$ cat src/sv/bcalu_pkg.sv
// Shared types and constants for the BCD-capable 8-bit ALU.
// No dependencies; imported by every module of the block.
package bcalu_pkg;

   // operation codes; codes 18 to 31 are unused and pass acc and flags through
   typedef enum logic [4:0] {
      OP_ORA    = 5'd0,
      OP_AND    = 5'd1,
      OP_EOR    = 5'd2,
      OP_ADC    = 5'd3,
      OP_SBC    = 5'd4,
      OP_CMP    = 5'd5,
      OP_BIT    = 5'd6,
      OP_BITIMM = 5'd7,
      OP_ASL    = 5'd8,
      OP_LSR    = 5'd9,
      OP_ROL    = 5'd10,
      OP_ROR    = 5'd11,
      OP_INC    = 5'd12,
      OP_DEC    = 5'd13,
      OP_TSB    = 5'd14,
      OP_TRB    = 5'd15,
      OP_RMB    = 5'd16,
      OP_SMB    = 5'd17
   } op_type;

   // decimal adjust constants
   localparam logic [3:0] BCD_DIGIT_MAX = 4'h9;
   localparam logic [5:0] BCD_NIB_ADJ   = 6'h06;
   localparam logic [7:0] BCD_HI_ADJ    = 8'h60;
   localparam logic [7:0] BCD_LO_ADJ    = 8'h06;

   // one request as held in the input register
   typedef struct packed {
      logic [4:0] op;
      logic [7:0] acc;
      logic [7:0] operand;
      logic [2:0] bit_index;
      logic       carry_in;
      logic       decimal_in;
      logic       negative_in;
      logic       zero_in;
      logic       overflow_in;
   } req_type;

   // one result as held in the output register
   typedef struct packed {
      logic [7:0] result;
      logic       negative;
      logic       zero;
      logic       overflow;
      logic       carry;
      logic       extra_cycle;
   } rsp_type;

   // decimal unit outputs
   typedef struct packed {
      logic [7:0] adc_result;
      logic       adc_overflow;
      logic       adc_carry;
      logic [7:0] sbc_result;
   } bcd_type;

endpackage

$ cat src/sv/bcalu_bcd.sv
// Decimal (packed BCD) add and subtract correction for adc and sbc.
// Depends on bcalu_pkg for the adjust constants and the bcd_type struct.
module bcalu_bcd
   import bcalu_pkg::*;
(
   input  logic [7:0] acc,
   input  logic [7:0] operand,
   input  logic       carry_in,
   output bcd_type    bcd
);

   logic [5:0] add_lo;
   logic [5:0] add_lo_adj;
   logic       add_lo_carry;
   logic [5:0] add_hi;
   logic [5:0] add_hi_adj;
   logic [8:0] sub_bin;
   logic [4:0] sub_lo;
   logic [7:0] sub_res;
   logic       borrow_in;

   always_comb begin
      // decimal add: low digit, then high digit with the low carry
      add_lo       = {2'b00, acc[3:0]} + {2'b00, operand[3:0]} + {5'b0, carry_in};
      add_lo_adj   = (add_lo > {2'b00, BCD_DIGIT_MAX}) ? add_lo + BCD_NIB_ADJ : add_lo;
      add_lo_carry = (add_lo_adj[5:4] != 2'b00);
      add_hi       = {2'b00, acc[7:4]} + {2'b00, operand[7:4]} + {5'b0, add_lo_carry};
      add_hi_adj   = (add_hi > {2'b00, BCD_DIGIT_MAX}) ? add_hi + BCD_NIB_ADJ : add_hi;
      bcd.adc_result   = {add_hi_adj[3:0], add_lo_adj[3:0]};
      // overflow from the high sum before its correction
      bcd.adc_overflow = ~(acc[7] ^ operand[7]) & (acc[7] ^ add_hi[3]);
      bcd.adc_carry    = (add_hi_adj[5:4] != 2'b00);

      // decimal subtract: correct the binary difference by digit borrows
      borrow_in = ~carry_in;
      sub_bin   = {1'b0, acc} - {1'b0, operand} - {8'b0, borrow_in};
      sub_lo    = {1'b0, acc[3:0]} - {1'b0, operand[3:0]} - {4'b0, borrow_in};
      sub_res   = sub_bin[7:0];
      if (sub_bin[8]) begin
         sub_res = sub_res - BCD_HI_ADJ;
      end
      if (sub_lo[4]) begin
         sub_res = sub_res - BCD_LO_ADJ;
      end
      bcd.sbc_result = sub_res;
   end

endmodule

$ cat src/sv/bcalu_core.sv
// Single-pass ALU datapath: logic, arithmetic, shifts, bit ops and flags.
// Depends on bcalu_pkg and on bcalu_bcd for the decimal mode.
module bcalu_core
   import bcalu_pkg::*;
(
   input  req_type req,
   output rsp_type rsp
);

   bcd_type    bcd;
   logic [8:0] add_sum;
   logic [8:0] sub_sum;
   logic [8:0] cmp_diff;
   logic [7:0] bit_mask;
   logic [7:0] and_val;
   logic [7:0] r;
   logic       n;
   logic       z;
   logic       v;
   logic       c;
   logic       x;
   logic       setnz;

   bcalu_bcd u_bcd (
      .acc      (req.acc),
      .operand  (req.operand),
      .carry_in (req.carry_in),
      .bcd      (bcd)
   );

   // shared adders
   always_comb begin
      add_sum  = {1'b0, req.acc} + {1'b0, req.operand} + {8'b0, req.carry_in};
      sub_sum  = {1'b0, req.acc} - {1'b0, req.operand} - {8'b0, ~req.carry_in};
      cmp_diff = {1'b0, req.acc} - {1'b0, req.operand};
      bit_mask = 8'b1 << req.bit_index;
      and_val  = req.acc & req.operand;
   end

   // operation select and flag update
   always_comb begin
      r     = req.acc;
      n     = req.negative_in;
      z     = req.zero_in;
      v     = req.overflow_in;
      c     = req.carry_in;
      x     = 1'b0;
      setnz = 1'b0;
      unique case (op_type'(req.op))
         OP_ORA: begin
            r = req.acc | req.operand;
            setnz = 1'b1;
         end
         OP_AND: begin
            r = and_val;
            setnz = 1'b1;
         end
         OP_EOR: begin
            r = req.acc ^ req.operand;
            setnz = 1'b1;
         end
         OP_ADC: begin
            setnz = 1'b1;
            if (req.decimal_in) begin
               r = bcd.adc_result;
               v = bcd.adc_overflow;
               c = bcd.adc_carry;
               x = 1'b1;
            end else begin
               r = add_sum[7:0];
               v = ~(req.acc[7] ^ req.operand[7]) & (req.acc[7] ^ add_sum[7]);
               c = add_sum[8];
            end
         end
         OP_SBC: begin
            setnz = 1'b1;
            v = (req.acc[7] ^ req.operand[7]) & (req.acc[7] ^ sub_sum[7]);
            c = ~sub_sum[8];
            if (req.decimal_in) begin
               r = bcd.sbc_result;
               x = 1'b1;
            end else begin
               r = sub_sum[7:0];
            end
         end
         OP_CMP: begin
            c = ~cmp_diff[8];
            n = cmp_diff[7];
            z = (cmp_diff[7:0] == 8'h00);
         end
         OP_BIT: begin
            z = (and_val == 8'h00);
            n = req.operand[7];
            v = req.operand[6];
         end
         OP_BITIMM: begin
            z = (and_val == 8'h00);
         end
         OP_ASL: begin
            c = req.operand[7];
            r = {req.operand[6:0], 1'b0};
            setnz = 1'b1;
         end
         OP_LSR: begin
            c = req.operand[0];
            r = {1'b0, req.operand[7:1]};
            setnz = 1'b1;
         end
         OP_ROL: begin
            c = req.operand[7];
            r = {req.operand[6:0], req.carry_in};
            setnz = 1'b1;
         end
         OP_ROR: begin
            c = req.operand[0];
            r = {req.carry_in, req.operand[7:1]};
            setnz = 1'b1;
         end
         OP_INC: begin
            r = req.operand + 8'd1;
            setnz = 1'b1;
         end
         OP_DEC: begin
            r = req.operand - 8'd1;
            setnz = 1'b1;
         end
         OP_TSB: begin
            z = (and_val == 8'h00);
            r = req.operand | req.acc;
         end
         OP_TRB: begin
            z = (and_val == 8'h00);
            r = req.operand & ~req.acc;
         end
         OP_RMB: begin
            r = req.operand & ~bit_mask;
         end
         OP_SMB: begin
            r = req.operand | bit_mask;
         end
         default: begin
            r = req.acc;
         end
      endcase
      if (setnz) begin
         n = r[7];
         z = (r == 8'h00);
      end
      rsp.result      = r;
      rsp.negative    = n;
      rsp.zero        = z;
      rsp.overflow    = v;
      rsp.carry       = c;
      rsp.extra_cycle = x;
   end

endmodule

$ cat src/sv/bcd_capable_8bit_alu_top.sv
// Top level of the BCD-capable 8-bit ALU: input register, datapath, result register.
// Depends on bcalu_pkg and bcalu_core.
//
// 6502-style ALU with decimal mode. A request is taken on any edge where
// req_valid is high and req_stall is low; the input register captures it at
// that edge, the result register once it is empty or its result is taken,
// and the result then shows on rsp_*. One request can be taken every cycle
// while rsp_stall holds no result. The datapath between the two registers is
// one 8-bit add or subtract with a decimal nibble correction. When rsp_stall
// holds a result, the input register keeps filling, so one more request is
// absorbed before req_stall rises. extra_cycle marks decimal adc and sbc for
// the sequencer; it does not slow this block.
module bcd_capable_8bit_alu_top
   import bcalu_pkg::*;
(
   input  logic       clock,
   input  logic       reset,
   input  logic       req_valid,
   output logic       req_stall,
   input  logic [4:0] req_op,
   input  logic [7:0] req_acc,
   input  logic [7:0] req_operand,
   input  logic [2:0] req_bit_index,
   input  logic       req_carry_in,
   input  logic       req_decimal_in,
   input  logic       req_negative_in,
   input  logic       req_zero_in,
   input  logic       req_overflow_in,
   output logic       rsp_valid,
   input  logic       rsp_stall,
   output logic [7:0] rsp_result,
   output logic       rsp_negative_out,
   output logic       rsp_zero_out,
   output logic       rsp_overflow_out,
   output logic       rsp_carry_out,
   output logic       rsp_extra_cycle
);

   logic    s1_valid_ff;
   logic    s1_valid_in;
   req_type s1_req_ff;
   req_type s1_req_in;
   logic    s2_valid_ff;
   logic    s2_valid_in;
   rsp_type s2_rsp_ff;
   rsp_type s2_rsp_in;
   logic    s2_load;
   logic    s1_load;

   // pipeline advance
   always_comb begin
      s2_load     = ~(s2_valid_ff & rsp_stall);
      s1_load     = ~s1_valid_ff | s2_load;
      req_stall   = ~s1_load;
      s1_valid_in = s1_load ? req_valid : s1_valid_ff;
      s2_valid_in = s2_load ? s1_valid_ff : s2_valid_ff;
      s1_req_in   = s1_req_ff;
      if (s1_load & req_valid) begin
         s1_req_in = '{op:          req_op,
                       acc:         req_acc,
                       operand:     req_operand,
                       bit_index:   req_bit_index,
                       carry_in:    req_carry_in,
                       decimal_in:  req_decimal_in,
                       negative_in: req_negative_in,
                       zero_in:     req_zero_in,
                       overflow_in: req_overflow_in};
      end
   end

   // datapath
   bcalu_core u_core (
      .req (s1_req_ff),
      .rsp (s2_rsp_in)
   );

   // valid bits
   always_ff @(posedge clock) begin
      if (reset) begin
         s1_valid_ff <= 1'b0;
         s2_valid_ff <= 1'b0;
      end else begin
         s1_valid_ff <= s1_valid_in;
         s2_valid_ff <= s2_valid_in;
      end
   end

   // payload registers
   always_ff @(posedge clock) begin
      s1_req_ff <= s1_req_in;
      if (s2_load & s1_valid_ff) begin
         s2_rsp_ff <= s2_rsp_in;
      end
   end

   // result port
   assign rsp_valid        = s2_valid_ff;
   assign rsp_result       = s2_rsp_ff.result;
   assign rsp_negative_out = s2_rsp_ff.negative;
   assign rsp_zero_out     = s2_rsp_ff.zero;
   assign rsp_overflow_out = s2_rsp_ff.overflow;
   assign rsp_carry_out    = s2_rsp_ff.carry;
   assign rsp_extra_cycle  = s2_rsp_ff.extra_cycle;

`ifndef SYNTHESIS
   // an accepted request lands in the input register
   assert property (@(posedge clock) disable iff (reset)
      (req_valid & ~req_stall) |=> s1_valid_ff)
      else $error("accepted request lost");

   // a held input stage keeps its request
   assert property (@(posedge clock) disable iff (reset)
      (s1_valid_ff & ~s2_load) |=> (s1_valid_ff & $stable(s1_req_ff)))
      else $error("input stage changed while blocked");

   // a moving input stage shows up as a result
   assert property (@(posedge clock) disable iff (reset)
      (s1_valid_ff & s2_load) |=> rsp_valid)
      else $error("result not produced");

   // both stages full and output blocked means no new request
   assert property (@(posedge clock) disable iff (reset)
      (s1_valid_ff & s2_valid_ff & rsp_stall) |-> req_stall)
      else $error("request taken with full pipeline");
`endif

endmodule

$ cat config.mk
export PLATFORM = sky130hd
export DESIGN_NAME = bcd_capable_8bit_alu_top
export DESIGN_NICKNAME = d
export VERILOG_FILES = /design/src/sv/bcalu_pkg.sv /design/src/sv/bcalu_bcd.sv /design/src/sv/bcalu_core.sv /design/src/sv/bcd_capable_8bit_alu_top.sv
export SDC_FILE = /design/constraint.sdc
export NUM_CORES = 1
export LEC_CHECK = 0
export BUFFER_PORTS_ARGS = -buffer_cell sky130_fd_sc_hd__buf_2
export CORE_MARGIN = 2
export CORE_UTILIZATION = 61
export DETAILED_ROUTE_END_ITERATION = 6
export GPL_TIMING_DRIVEN = 0
export PLACE_DENSITY = 0.82
export SKIP_LAST_GASP = 1
export SLEW_MARGIN = 0
export SYNTH_ARGS = -nofsm -noshare
export SYNTH_HDL_FRONTEND = slang
export SYNTH_SLANG_ARGS = --single-unit
$ cat constraint.sdc
create_clock -name clock -period 7.11 [get_ports clock]
set_input_delay 0.3555 -clock clock [delete_from_list [all_inputs] [get_ports clock]]
set_output_delay 0.3555 -clock clock [all_outputs]
set_load 0.05 [all_outputs]
### Word level (Yosys, flattened, before mapping)

Cells that the tools add are included.
Widths: inputs -> output; s select.

| cells by class | value |
|---|---|
| add/subtract/negate cells | 16 |
| reductions and logical operators | 12 |
| equality and inequality tests | 17 |
| muxes and demuxes | 17 |
| magnitude comparators | 2 |
| bitwise gates (word level) | 26 |
| shift operators | 1 |

Operators with widths:

| operator | count |
|---|---|
| $pmux 8 s14 | 1 |
| $eq 5x4->1 const B | 8 |
| $mux 8 | 4 |
| $and 8x8->8 | 3 |
| $logic_not 8->1 | 3 |
| $eq 5x3->1 const B | 4 |
| $not 8->8 | 2 |
| $or 8x8->8 | 2 |
| $add 6x3->6 const B | 2 |
| $gt 6x4->1 const B | 2 |
| $mux 6 | 2 |
| $reduce_or 11->1 | 1 |
| $add 4x4->5 | 2 |
| $eq 5x2->1 const B | 2 |
| $eq 5x5->1 const B | 2 |
| $add 8x8->9 | 1 |
| $add 9x1->9 | 1 |
| $sub 8x8->9 | 1 |
| $sub 9x1->9 | 1 |
| $add 8x1->8 const B | 1 |
| $reduce_or 2->1 | 4 |
| $shl 1x3->8 const A | 1 |
| $sub 8x1->8 const B | 1 |
| $sub 8x3->8 const B | 1 |
| 18 further kinds | 39 |

| storage, ports and cells | value |
|---|---|
| flip-flop bits (word level) | 44 |
| output and inout port bits | 15 |

### Longest topological paths before layout

| logic depth | value |
|---|---|
| depth after elaboration | 12 |
| mapped depth | 25 |

### By module

From an unflattened synthesis, not the netlist that was laid out.

| second synthesis, totals | value |
|---|---|
| cell total of the unflattened synthesis | 593 |
| area, all modules | 5278.8 um^2 |

By module, submodules not included:

| module | area an instance (um^2) | instances | cells an instance | seq. area each (um^2) |
|---|---|---|---|---|
| bcalu_core | 2780.2 | 1 | 396 | 0.0 |
| bcd_capable_8bit_alu_top | 1347.5 | 1 | 52 | 1301.2 |
| bcalu_bcd | 1151.1 | 1 | 145 | 0.0 |

### Least setup slack after synthesis

OpenSTA, ideal clock, no wires.

| timing path | value |
|---|---|
| path type | reg-to-reg |
| from | reg s1_req_ff[8] (netlist name) |
| to | reg s2_rsp_ff (netlist bit rsp_zero_out) (data pin) |
| path slack | 1.827 ns |
| arrival | 5.103 ns |
| stages on the path, launching flop included | 23 |
| path buffers | 0 |
| period minus slack after synthesis | 5.283 ns |
| path through | edfxtp_1 ha_1 fa_1 xnor2_1 xnor2_1 ha_1 inv_1 nor3_1 a21oi_1 o311ai_0 fa_1 inv_1 fa_1 xnor2_1 o221ai_1 o211a_1 nor2_1 xor2_1 o2111ai_1 a211o_1 and4b_1 nor3_2 o41ai_2 |

RTL lines:

| what | line | RTL |
|---|---|---|
| start, declared | bcd_capable_8bit_alu_top.sv:41 | `req_type s1_req_ff;` |
| start signal, assigned | bcd_capable_8bit_alu_top.sv:90 | `s1_req_ff <= s1_req_in;` |
| end signal, assigned | bcd_capable_8bit_alu_top.sv:92 | `s2_rsp_ff <= s2_rsp_in;` |
| end, declared | bcd_capable_8bit_alu_top.sv:45 | `rsp_type s2_rsp_ff;` |

==> metrics.md <==
| Metric | Value |
|---|---|
| Outcome | `completed` |
| Synthesized net count | `roughly 630` |
| Critical path origin | `s1_req_ff[8]$_DFFE_PP_` |
| Final setup viols | `0` |
| CTS Root Cell | `clkbuf_8` |
| Total Routing Usage GR | `around a third` |
| First-pass GRT wire length | `between 20,000 and 25,000 µm` |
| Die ar. | `approximately 8600 µm²` |
| Max-slew headroom | `just under 30%` |
| Post-route setup slack | `between 0.7 and 0.8 ns` |
| Setup crit end kind | `register` |
| Hold_buf cts | `0` |
| CTS buffer count | `5` |
| Synthesis-stage register bit count | `44` |
| Fin Setup TNS | `0 ns` |
| CP required | `approximately 7.2 ns` |
| Largest net degree at the start of global routing | `22` |
| Post-layout net count | `about 700` |
| Lkg Pwr | `around 2.1 nW` |
| Bufs on Longest Clock Path | `2` |
| GPL Wtd Cong | `1.01` |
| Fin. max-slew vios | `0` |
| IO Count | `48` |
| DRT Wirelength | `13,600 µm` |
| Max IR drop VDD | `between 0.0001 and 0.00015 V` |
| End of the critical path | `rsp_zero_out$_DFFE_PP_` |
| WL/cell | `between 15 and 20 µm` |
| Initial antenna violation count | `0` |
| Congestion Overflow GR | `0` |
| Vias | `4,722` |
| Post-Synthesis Cells | `about 560` |
| Die Ht | `a little over 90 µm` |
| Global route hottest layer | `met2` |
| Pwr/cell area | `around 180 nW/µm²` |
| Clk_skew | `between 0.007 and 0.008 ns` |
| Nature of the critical path startpoint | `register` |
| CP Class | `register to register` |
| F_max | `~160 MHz` |
| Number of stages on the worst setup path | `22` |
| Vias in the first global route | `~4,500` |
| Warnings, synthesis | `0` |
| Synth Area per Inst | `approximately 8.7 µm²` |
| Slowest CP cell | `edfxtp_1` |
| Clk Latency, worst-skew pair | `a little over 0.3 ns` |
| Max Cap Violations | `0` |
| Ranking of synthesized cells by area | `edfxtp_1 26%, ha_1 9.1%, xnor2_1 4.2%, nor2_1 3.7%, nand2_1 3.6%` |
| Critical R2R Capture | `rsp_zero_out$_DFFE_PP_` |
| CTS resizes | `0` |
| Final ANT Viol Nets | `0` |
| Synth Cell Area | `4820 µm²` |
| Placement Setup Slack | `between 0.9 and 1 ns` |
| Die Width | `roughly 93 µm` |
| DRC | `0` |
| Worst-margin pin slew | `1.05 ns` |
| Worst Reg2Reg Path Length in Cells | `22` |
| Met3 Resource Use GR | `just over 6%` |
| I/O Buffers | `between 40 and 50` |
| R2R setup slack | `~0.77 ns` |
| Ys async rst share | `0%` |
| Reg2reg start | `s1_req_ff[8]$_DFFE_PP_` |
| Starting Density | `~63%` |
| Critical path buffers and inverters | `2` |
| Power Total | `approximately 0.94 mW` |
| Area leader, netlist | `edfxtp_1` |
| Crit-path max cell delay | `a little over 0.6 ns` |
| Fin crit share | `roughly nine tenths` |
| Filler instances | `between 600 and 700` |
| Core area | `roughly 7700 µm²` |
| P&R area growth vs syn | `10.6%` |
| Synth top area share | `about a quarter` |
| Max FO, Critical Path | `10` |
| Clock Pin Slew Worst Setup and Hold Paths | `approximately 0.09 ns` |
| Netlist cell types | `82` |
| Post-DP HPWL | `10,600 µm` |
| Starting DRT DRC Count | `404` |
| Row Count | `32` |
| Vias/cell | `6.60` |
| Post-synthesis sequential area ratio | `a little over a quarter` |
| Worst path top cell family by delay | `adder cells` |
| # clock sinks | `44` |
| Crit-path cells | `ha_1 -> fa_1 -> xnor2_1 -> xnor2_1 -> ha_1 -> inv_1 -> nor3_1 -> a21oi_1 -> o311ai_0 -> fa_1 -> inv_1 -> fa_1 -> xnor2_1 -> o221ai_1 -> o211a_1 -> nor2_1 -> xor2_1 -> o2111ai_1 -> a211o_1 -> and4b_1 -> nor3_2 -> o41ai_2` |
| Layout cells sized above 1 | `13.5%` |
| Crit path time final | `between 6 and 7 ns` |
| Main synth FF type | `edfxtp_1` |
| CP arrival | `about 6.5 ns` |
| Ant diodes | `0` |
| RSZ-0062 raised after global routing | `no` |
| Final Hold Fails | `0` |
| Post-CTS Setup Inserts | `0` |
| Met1 Usage GRT | `a little over two fifths` |
| CTS tree | `yes` |
| CTS HTree Levels | `2` |
| DRT Pass-1 Iters | `6` |
| HP Class | `primary input to register` |
| GR Util met2 | `53.2%` |
| Post-synth EDFFs | `between 40 and 50` |
-- stage by stage --
| step | cell area (µm²) | util, % | instances | hold slack (ns) |
|---|---|---|---|---|
| 3_3_place_gp | 5190 | 67.5 | 705 | 0.455 |
| 4_1_cts | 5330 | 69.3 | 715 | 0.210 |
| 5_1_grt | 5330 | 69.4 | 715 | 0.210 |
| 3_5_place_dp | 5210 | 67.8 | 707 | 0.488 |
| 6_report | 5330 | 69.4 | 715 | 0.205 |
| 2_1_floorplan | 4820 | - | 556 | 0.428 |
-- metal layers --
layer	share of wire, %	vias to the layer above
met5	0	-
met4	3.7	0
met3	10	40
met2	45	295
met1	40	2181
li1	-	2206
-- where the power goes --
part | internal [mW] | total (mW) | switching (mW) | leakage [nW]
combinational | 0.157 | 0.412 | 0.255 | 1.65
sequential | 0.304 | 0.322 | 0.0187 | 0.422
clock | 0.106 | 0.205 | 0.0989 | 0.0548
-- cells in the final DEF, fill, tap and decap left out, types with 5 or more instances in the layout --
cell type  synthesis  routed
nand3_1           17      17
o21a_1             5       5
clkbuf_1          19      19
xor2_1            10      10
ha_1              35      35
edfxtp_1          42      42
mux2i_1            6       6
o2111ai_1         11      11
inv_1             39      39
a21o_1             5       5
o311a_1            6       6
a211oi_1           8       8
o21ai_1            6       6
nor3_1            17      17
clkbuf_8           0       5
and3_1             5       5
o31ai_1            8       8
o22ai_1            6       6
a21oi_1           27      27
xnor2_1           23      23
a31oi_1            5       5
nor2b_1            8       7
fa_1               8       8
o21ai_0           26      26
nand2_1           46      46
nor2_1            48      48
o21bai_1           8       8
nand2b_1           7       7
buf_2              4      51
-- layout make-up --
class	instances	area [µm²]	area share [%]
multi-input cells	446	3270	61.3
flip-flops and latches	44	1300	24.4
repair buffers	49	258	4.83
inverters	41	155	2.91
well taps	102	128	2.39
plain buffers	25	106	1.99
clock buffers	5	68.8	1.29
clock inverters	3	46.3	0.868
-- worst min-delay path by stage --
stage,start,to,slack (ns),depth (start not counted)
finish,reset,s1_valid_ff$_SDFFE_PP0N_,0.20,2
global route,req_acc[0],s1_req_ff[16]$_DFFE_PP_,0.21,1
detailed placement,s1_valid_ff$_SDFFE_PP0N_,rsp_valid$_SDFFE_PP0N_,0.49,2
floorplan,reset,rsp_valid$_SDFFE_PP0N_,0.43,1
global placement,s1_valid_ff$_SDFFE_PP0N_,rsp_valid$_SDFFE_PP0N_,0.45,2
CTS,reset,s1_valid_ff$_SDFFE_PP0N_,0.21,2
-- state kept, by name, indices dropped and copies added, names as in the netlist --
name,flops
rsp_extra_cycle,1
rsp_overflow_out,1
rsp_carry_out,1
rsp_zero_out,1
rsp_valid,1
rsp_negative_out,1
rsp_result,8
s1_valid_ff,1
s1_req_ff,29
-- synth_stat cells, types with 5 or more instances --
| master | number |
|---|---|
| a211oi_1 | 8 |
| a21o_1 | 5 |
| a21oi_1 | 27 |
| a31oi_1 | 5 |
| and3_1 | 5 |
| clkbuf_1 | 19 |
| edfxtp_1 | 42 |
| fa_1 | 8 |
| ha_1 | 35 |
| inv_1 | 39 |
| mux2i_1 | 6 |
| nand2_1 | 46 |
| nand2b_1 | 7 |
| nand3_1 | 17 |
| nor2_1 | 48 |
| nor2b_1 | 8 |
| nor3_1 | 17 |
| nor4_1 | 5 |
| o2111ai_1 | 11 |
| o21a_1 | 5 |
| o21ai_0 | 26 |
| o21ai_1 | 6 |
| o21bai_1 | 8 |
| o22ai_1 | 6 |
| o311a_1 | 6 |
| o31ai_1 | 8 |
| xnor2_1 | 23 |
| xor2_1 | 10 |
-- cells by family after synthesis --
group                    Yosys count  share of synthesized area [%]
buffers and inverters             66                           5.42
flip-flops                        44                           27.0
multiplexers                       9                           2.00
adder cells (fa/ha/maj)           43                           12.4
AND/OR/NAND/NOR                  185                           19.4
XOR/XNOR                          37                           7.47
AO/OA/AOI/OAI                    172                           26.4
No activity file was read; power rests on OpenSTA's default activity.
